<file path="src/hdl/uniform_grid_linear_resampler_macros.svh">
// Assertion macros for the resampler
`ifndef UNIFORM_GRID_LINEAR_RESAMPLER_MACROS_SVH
`define UNIFORM_GRID_LINEAR_RESAMPLER_MACROS_SVH
// Assert that an antecedent implies a consequent in the same cycle
`define UGLR_ASSERT_IMP(label, clk, rst_n, ante, cons, msg) \
    label: assert property (@(posedge clk) disable iff (!rst_n) (ante) |-> (cons)) \
        else $error(msg);
// Assert that an antecedent implies a consequent in the next cycle
`define UGLR_ASSERT_NEXT(label, clk, rst_n, ante, cons, msg) \
    label: assert property (@(posedge clk) disable iff (!rst_n) (ante) |=> (cons)) \
        else $error(msg);
`endif

</file>
<file path="src/hdl/uglr_pkg.sv">
// ----------------------------------------------------------------------------
// uglr_pkg
// Types and constants shared by the resampler modules.
// ----------------------------------------------------------------------------
package uglr_pkg;
    localparam int RadW = 24;
    localparam int ValW = 32;
    localparam int IdxW = 12;
    localparam int SpcW = 16;
    localparam int NumW = 58;  // |rad diff| (24b) times |value diff| (32b), with headroom
    localparam int DenW = 25;
    localparam int QW   = 57;
    localparam logic [15:0] SpacingReset = 16'd3277;
    localparam logic        ReqAppend    = 1'b0;
    localparam logic        ReqQuery     = 1'b1;

    typedef struct packed {
        logic                   req_type;
        logic                   first_point;
        logic [RadW-1:0]        point_radius;
        logic signed [ValW-1:0] point_value;
        logic [IdxW-1:0]        sample_index;
    } in_item_t;

    typedef struct packed {
        logic [RadW-1:0]        sample_radius;
        logic signed [ValW-1:0] sample_value;
    } out_item_t;

    typedef enum logic [3:0] {
        ST_IDLE, ST_APPEND, ST_MUL, ST_RD, ST_CMP, ST_LOAD, ST_PREP,
        ST_PROD, ST_DIV, ST_FIN, ST_OUT
    } state_t;

    // commands from controller to datapath
    typedef struct packed {
        logic take_item;   // register the incoming transaction
        logic do_append;   // write point and bump count if room
        logic do_mul;      // form sample radius
        logic rd_issue;    // read table entry at pointer+1
        logic step;        // advance interval pointer
        logic rd_lo;       // read entry at pointer
        logic prep;        // form differences
        logic prod;        // form product and start division
        logic div_step;    // one quotient bit
        logic finish;      // load rounded, saturated result into output
    } cmd_t;

    // status from datapath to controller
    typedef struct packed {
        logic is_query;
        logic short_cut;   // empty, single point or index zero
        logic advance;     // search keeps going
        logic zero_den;
        logic div_done;
    } sts_t;
endpackage

</file>
<file path="src/hdl/uglr_ctrl.sv">
// ----------------------------------------------------------------------------
// uglr_ctrl
// Sequencer for append and query transactions.
// ----------------------------------------------------------------------------
module uglr_ctrl
    import uglr_pkg::*;
(
    input  logic clk,
    input  logic rst_n,
    input  logic in_valid,
    output logic in_ready,
    input  logic out_valid,
    input  logic out_ready,
    input  sts_t sts,
    output cmd_t cmd
);
    state_t state_reg, state_next;

    always_ff @(posedge clk or negedge rst_n)
    begin
        if (!rst_n)
            state_reg <= ST_IDLE;
        else
            state_reg <= state_next;
    end

    always_comb
    begin
        state_next = state_reg;
        unique case (state_reg)
            ST_IDLE:   if (in_valid) state_next = ST_MUL;
            ST_MUL:    state_next = sts.is_query ? ST_RD : ST_APPEND;
            ST_APPEND: state_next = ST_IDLE;
            ST_RD:     state_next = sts.short_cut ? ST_OUT : ST_CMP;
            ST_CMP:    state_next = sts.advance ? ST_RD : ST_LOAD;
            ST_LOAD:   state_next = ST_PREP;
            ST_PREP:   state_next = sts.zero_den ? ST_OUT : ST_PROD;
            ST_PROD:   state_next = ST_DIV;
            ST_DIV:    if (sts.div_done) state_next = ST_FIN;
            ST_FIN:    state_next = ST_OUT;
            ST_OUT:    if (!out_valid || out_ready) state_next = ST_IDLE;
            default:   state_next = ST_IDLE;
        endcase
    end

    always_comb
    begin
        cmd      = '0;
        in_ready = 1'b0;
        unique case (state_reg)
            ST_IDLE:   begin in_ready = 1'b1; cmd.take_item = in_valid; end
            ST_MUL:    cmd.do_mul = 1'b1;
            ST_APPEND: cmd.do_append = 1'b1;
            ST_RD:     cmd.rd_issue = 1'b1;
            ST_CMP:    cmd.step = sts.advance;
            ST_LOAD:   cmd.rd_lo = 1'b1;
            ST_PREP:   cmd.prep = 1'b1;
            ST_PROD:   cmd.prod = 1'b1;
            ST_DIV:    cmd.div_step = 1'b1;
            ST_FIN:    ;
            ST_OUT:    cmd.finish = !out_valid || out_ready;
            default:   ;
        endcase
    end
endmodule

</file>
<file path="config.mk">
export PLATFORM = sky130hd
export DESIGN_NAME = uglr_ctrl
export DESIGN_NICKNAME = d
export VERILOG_FILES = /design/src/hdl/uniform_grid_linear_resampler_macros.svh /design/src/hdl/uglr_pkg.sv /design/src/hdl/uglr_ctrl.sv
export SDC_FILE = /design/constraint.sdc
export NUM_CORES = 1
export LEC_CHECK = 0
export BUFFER_PORTS_ARGS = -buffer_cell sky130_fd_sc_hd__buf_2
export CAP_MARGIN = 10
export CORE_AREA = 2 2 39 41
export CTS_BUF_LIST = sky130_fd_sc_hd__clkbuf_8
export DETAILED_ROUTE_END_ITERATION = 8
export DIE_AREA = 0 0 41 43
export GPL_ROUTABILITY_DRIVEN = 0
export GPL_TIMING_DRIVEN = 0
export PLACE_DENSITY_LB_ADDON = 0.15
export SKIP_LAST_GASP = 1
export SYNTH_ARGS = -nofsm -noshare
export SYNTH_HDL_FRONTEND = slang
export SYNTH_SLANG_ARGS = --single-unit
</file>
<file path="constraint.sdc">
create_clock -name clk -period 1.8 [get_ports clk]
set_clock_uncertainty 0.15 [all_clocks]
set_input_delay 0.27 -clock clk [delete_from_list [all_inputs] [get_ports clk]]
set_output_delay 0.27 -clock clk [all_outputs]
set_load 0.05 [all_outputs]
</file>
==> flow_summary.yaml, run 1 <==
run_status:
  status: "finished, final reports clean"
placement:
  hpwl_microns: 841
  numPortBuffers: 20
  placed_cells: 91
grt:
  grt_pass1_wl_microns: 1810
  grt_pass1_vias: 440
  grt_overflow: 0
  antenna_found_initial: 0
  grt_max_degree: 11
  grt_usage_pct: 15.4
sta:
  drv_slew: 0
  fin_crit_sh_pct: 97.6
  fin_worst_hold_slack_ns: 0.246
  worst_pin_slew_ns: 0.286
  grt_setup_unrepaired: "yes"
  tns_ns: 0
  max_freq_mhz: 569
  hold_viol_final: 0
  slew_headroom_pct: 80.9
  period_needed_ns: 1.76
  setup_viol: 0
flow_run:
  max-cap-violations: 0
clock_network:
  numCtsBuffers: 3
  cts_tree: "done"
  clk_latency_ns: 0.21
  numClockSinks: 4
  cts_root_buf: "clkbuf_8"
  cts-htree-levels: 1
  clkTransAtPathRegs_ns: 0.03
  clk_path_buf_depth: 2
setup_path:
  cp_top_family: "simple AND/OR/NAND/NOR gates"
  reg2reg_slack_ns: 0.15
  crit_arrival_ns: 1.34
  slowest_stage: "dfrtp_2"
  cp-end-kind: "output pin"
  r2r-end: "state_reg[0]$_DFFE_PN0P_"
  critPathMaxStageDelay_ns: 0.41
  critPathKind: "register to output pin"
  cp_num_cells: 4
  crit_fanout: 6
  required_ns: 1.38
  cp-endpoint: "cmd[9]"
  startpoint: "state_reg[3]$_DFFE_PN0P_"
  critPathBufInv: 1
  startpoint_type: "register"
  timing.rr.start: "state_reg[2]$_DFFE_PN0P_"
  path_cells: "or2_4, nor3_4, and2_4, buf_8"
  r2r_cells: 5
logic_synthesis:
  syn_avg_cell_area_sq_um: 7.44
  synth-seq-cells: 4
  syn_inst: 55
  syn_area_sq_um: 409
  yosysSeqAreaShare_pct: 24.5
  synthTopCellsByArea: "dfrtp_1, nor2_1, nand2b_1, nor3_1, o32ai_2"
  ys_warn_count: 0
  syn_nets: 65
  synth_top_area_share_pct: 24.5
  synth_cell_types: 27
  synth_top_area_cell: "dfrtp_1"
final_layout:
  final_common_cell: "buf_2"
  stdcell_count: 99
  ff_latch_area_sq_um: 103
  nets: 95
  n_fill_cell: 143
  largest_reg_flops: 4
  drive_gt1_share_pct: 51.8
  multi_input_area_sq_um: 340
  mostFrequentLayoutCells: "buf_2, nor2_1, buf_4"
  area_growth_pct: 76.8
  diodes: 0
die:
  rows: 14
  die_h_microns: 43
  die_area_sq_um: 1760
  pin_count: 21
  die_w_microns: 41
  coreArea_sq_um: 1380
  initial_core_util_pct: 29.6
route:
  drc: 0
  met1_length_microns: 506
  drtPass1Iterations: 2
  vias: 498
  drt-initial-drc-count: 10
  dr_wl_met2_microns: 569
  via_per_inst: 5.03
  met3WireLength_microns: 44
  top_layer: "met4"
  ant_nets: 0
  drt_wl_total_microns: 1130
  routedWlPerCell_microns: 11.4
power:
  power_density_nw_per_um2: 2060
  leakage_uw: 0.000322
  finalPower_uw: 1490
  ir_drop_uv: 1220
min_path:
  hold_class: "input port to async pin"
==> cells in the mapped netlist, drive strengths merged <==
library cell	instances
nor3b	1
or2	1
nor2b	2
inv	2
and2	1
buf	4
a311oi	1
nand2b	5
o21bai	1
o22ai	1
nor3	5
dfrtp	4
nand2	2
a22oi	1
o21ai	3
o32ai	1
o211ai	1
mux2i	1
a211oi	1
a2111oi	1
a21o	1
nand3b	2
nor4b	1
nor2	10
a21oi	2
==> per-layer routing <==
metal	vias to the layer above	GRT usage, %
met5	-	0
met4	0	6.00
met3	2	6.28
met2	11	21.9
met1	233	20.2
li1	252	-
==> final cells by class <==
| cell class | count | share of cell area (%) |
|---|---|---|
| sequential | 4 | 14.2 |
| buffer | 3 | 4.67 |
| tap | 16 | 2.77 |
| clock buffer | 3 | 5.71 |
| timing repair buffer | 26 | 24.6 |
| multi-input combinational | 45 | 47.1 |
| inverter | 2 | 1.04 |
==> through the flow <==
stage                     cell area (sq um)  utilization [%]  setup WS, ns
after floorplan                         458                -        -0.351
after global placement                  578             41.8        0.0493
after detailed placement                578             41.8        0.0541
after CTS                               682             49.3       -0.0371
after global routing                    723             52.3       -0.0106
final                                   723             52.3        0.0426
==> worst min path at each step <==
| stage | end | cells past startpoint |
|---|---|---|
| CTS | state_reg[0]$_DFFE_PN0P_ | 2 |
| global placement | state_reg[2]$_DFFE_PN0P_ | 1 |
| floorplan | state_reg[0]$_DFFE_PN0P_ | 0 |
| detailed placement | state_reg[2]$_DFFE_PN0P_ | 1 |
| finish | state_reg[0]$_DFFE_PN0P_ | 2 |
| global route | state_reg[0]$_DFFE_PN0P_ | 2 |
==> timing repair <==
action / CTS / global route
buffers inserted: 2 / 3
pin swaps: 0 / 2
cloned: 0 / 0
gates resized for setup: 13 / 9
setup endpoints to repair: 9 / 8
hold buffers: 1 / 0
hold endpoints to repair: 4 / 0
==> power by group <==
| group | total [uW] | internal (uW) | switching, uW | leakage [uW] |
|---|---|---|---|---|
| clock network | 184 | 142 | 42.1 | 0.0000216 |
| logic | 1120 | 442 | 677 | 0.000251 |
| registers | 189 | 135 | 54.8 | 0.0000499 |
==> cell families (layout without fill, tap and decap cells) <==
kind of cell / after synthesis / after routing / share of synthesized area, %
mux: 1 / 1 / 2.45
simple gates: 30 / 30 / 38.5
compound gates: 14 / 14 / 26.6
flops: 4 / 4 / 24.5
buf+inv: 6 / 34 / 7.95
Power figures use the tool's default switching activity.
==> run 2: changes to the inputs <==
SETUP_SLACK_MARGIN = 0.5   (was not set)
==> flow_summary.yaml, run 2 (same netlist as run 1, synthesis figures left out) <==
grt:
  grt_pass1_wl_microns: 2400
  antenna_found_initial: 0
  grt_overflow: 0
  grt_usage_pct: 19.9
  grt_max_degree: 7
  grt_pass1_vias: 549
setup_path:
  cp-endpoint: "cmd[5]"
  reg2reg_slack_ns: 0.10
  required_ns: 1.38
  slowest_stage: "dfrtp_2"
  startpoint: "state_reg[3]$_DFFE_PN0P_"
  cp_top_family: "buffers and inverters"
  startpoint_type: "register"
  crit_fanout: 4
  critPathBufInv: 4
  cp_common_cell: "buf_6"
  r2r-end: "state_reg[0]$_DFFE_PN0P_"
  cp-end-kind: "output pin"
  critPathKind: "register to output pin"
  crit_arrival_ns: 1.40
  timing.rr.start: "state_reg[3]$_DFFE_PN0P_"
  critPathMaxStageDelay_ns: 0.40
  cp_num_cells: 6
  path_cells: "buf_4, buf_6, inv_6, nand2_8, nor4b_4, buf_6"
  r2r_cells: 7
sta:
  fin_worst_hold_slack_ns: 0.251
  period_needed_ns: 1.82
  fin_crit_sh_pct: 101
  hold_viol_final: 0
  max_freq_mhz: 549
  grt_setup_unrepaired: "yes"
  slew_headroom_pct: 82.2
  tns_ns: -0.0300
  drv_slew: 0
  worst_pin_slew_ns: 0.260
  setup_ws_ns: -0.0202
  setup_viol: 2
clock_network:
  clk_path_buf_depth: 2
  clkTransAtPathRegs_ns: 0.03
  numClockSinks: 4
  cts-htree-levels: 1
  clk_latency_ns: 0.21
  numCtsBuffers: 3
  cts_tree: "done"
  cts_root_buf: "clkbuf_8"
route:
  drtPass1Iterations: 4
  routedWlPerCell_microns: 14.0
  drt_wl_total_microns: 1690
  drc: 0
  via_per_inst: 5.04
  vias: 610
  ant_nets: 0
  drt-initial-drc-count: 15
die:
  initial_core_util_pct: 29.6
  die_area_sq_um: 1760
  rows: 14
  die_h_microns: 43
  die_w_microns: 41
  pin_count: 21
  coreArea_sq_um: 1380
placement:
  place_area_sq_um: 639
  numPortBuffers: 20
  hpwl_microns: 821
  placed_cells: 91
final_layout:
  mostFrequentLayoutCells: "buf_6, buf_4, buf_2"
  multi_input_area_sq_um: 455
  n_fill_cell: 79
  area_growth_pct: 164
  nets: 116
  largest_reg_flops: 4
  final_cell_area_sq_um: 1080
  drive_gt1_share_pct: 70.5
  ff_latch_area_sq_um: 103
  diodes: 0
  stdcell_count: 121
power:
  power_density_nw_per_um2: 2050
  leakage_uw: 0.000483
  ir_drop_uv: 1130
run_status:
  status: "finished, violations left"
  violations: "setup timing"
min_path:
  hold_class: "input port to async pin"
flow_run:
  max-cap-violations: 0
==> run 2: worst min-delay path by stage <==
stage | start | endpoint | slack [ns]
global placement | rst_n | state_reg[2]$_DFFE_PN0P_ | -0.08
CTS | rst_n | state_reg[2]$_DFFE_PN0P_ | 0.24
floorplan | rst_n | state_reg[0]$_DFFE_PN0P_ | -0.18
finish | rst_n | state_reg[2]$_DFFE_PN0P_ | 0.25
global route | rst_n | state_reg[2]$_DFFE_PN0P_ | 0.28
detailed placement | rst_n | state_reg[2]$_DFFE_PN0P_ | -0.07
==> run 2: timing repair <==
action                                  CTS  global route
buffers inserted                         19             6
resized for setup                        39            10
endpoints found under the setup margin   15            15
pin swaps                                 9             4
hold buffers                              1             0
cloned                                    0             0
endpoints found under the hold margin     4             0
==> run 2: final cells by class <==
class | count | share of cell area, %
Tap cell | 16 | 1.86
Timing Repair Buffer | 46 | 36.5
Clock inverter | 1 | 0.348
Multi-Input combinational cell | 45 | 42.2
Clock buffer | 3 | 3.83
Buffer | 4 | 4.52
Sequential cell | 4 | 9.51
Inverter | 2 | 1.16
==> run 2: report_power, final <==
group / leakage (uW) / internal, uW / switching (uW)
logic: 0.000406 / 880 / 957
registers: 0.0000499 / 134 / 49.4
clock network: 0.0000269 / 145 / 44.2
total: 0.000483 / 1160 / 1050
==> run 2: metal layers <==
metal  up-vias  track usage, %  wire length [microns]
met5         -               0                      0
li1        301               -                      -
met2        13            34.7                    938
met1       296            24.1                    684
met4         0            2.00                      0
met3         0            4.71                     69
==> run 2: stage by stage <==
step           setup slack (ns)  total power [uW]  util, %
2_1_floorplan            -0.224              1070        -
3_3_place_gp             0.0139              1240     46.2
3_5_place_dp             0.0152              1240     46.2
4_1_cts                -0.00165              1970     70.6
5_1_grt                 -0.0729              2320     77.9
6_report                -0.0202              2210     77.9
==> run 2: worst reg2reg max path, stage by stage (launching register included) <==
cell and delay, ns:
dfrtp_2 0.40, buf_4 0.14, buf_6 0.12, buf_6 0.12, buf_4 0.13, a21oi_1 0.13
mux2i_1 0.13, a2111oi_4 0.28
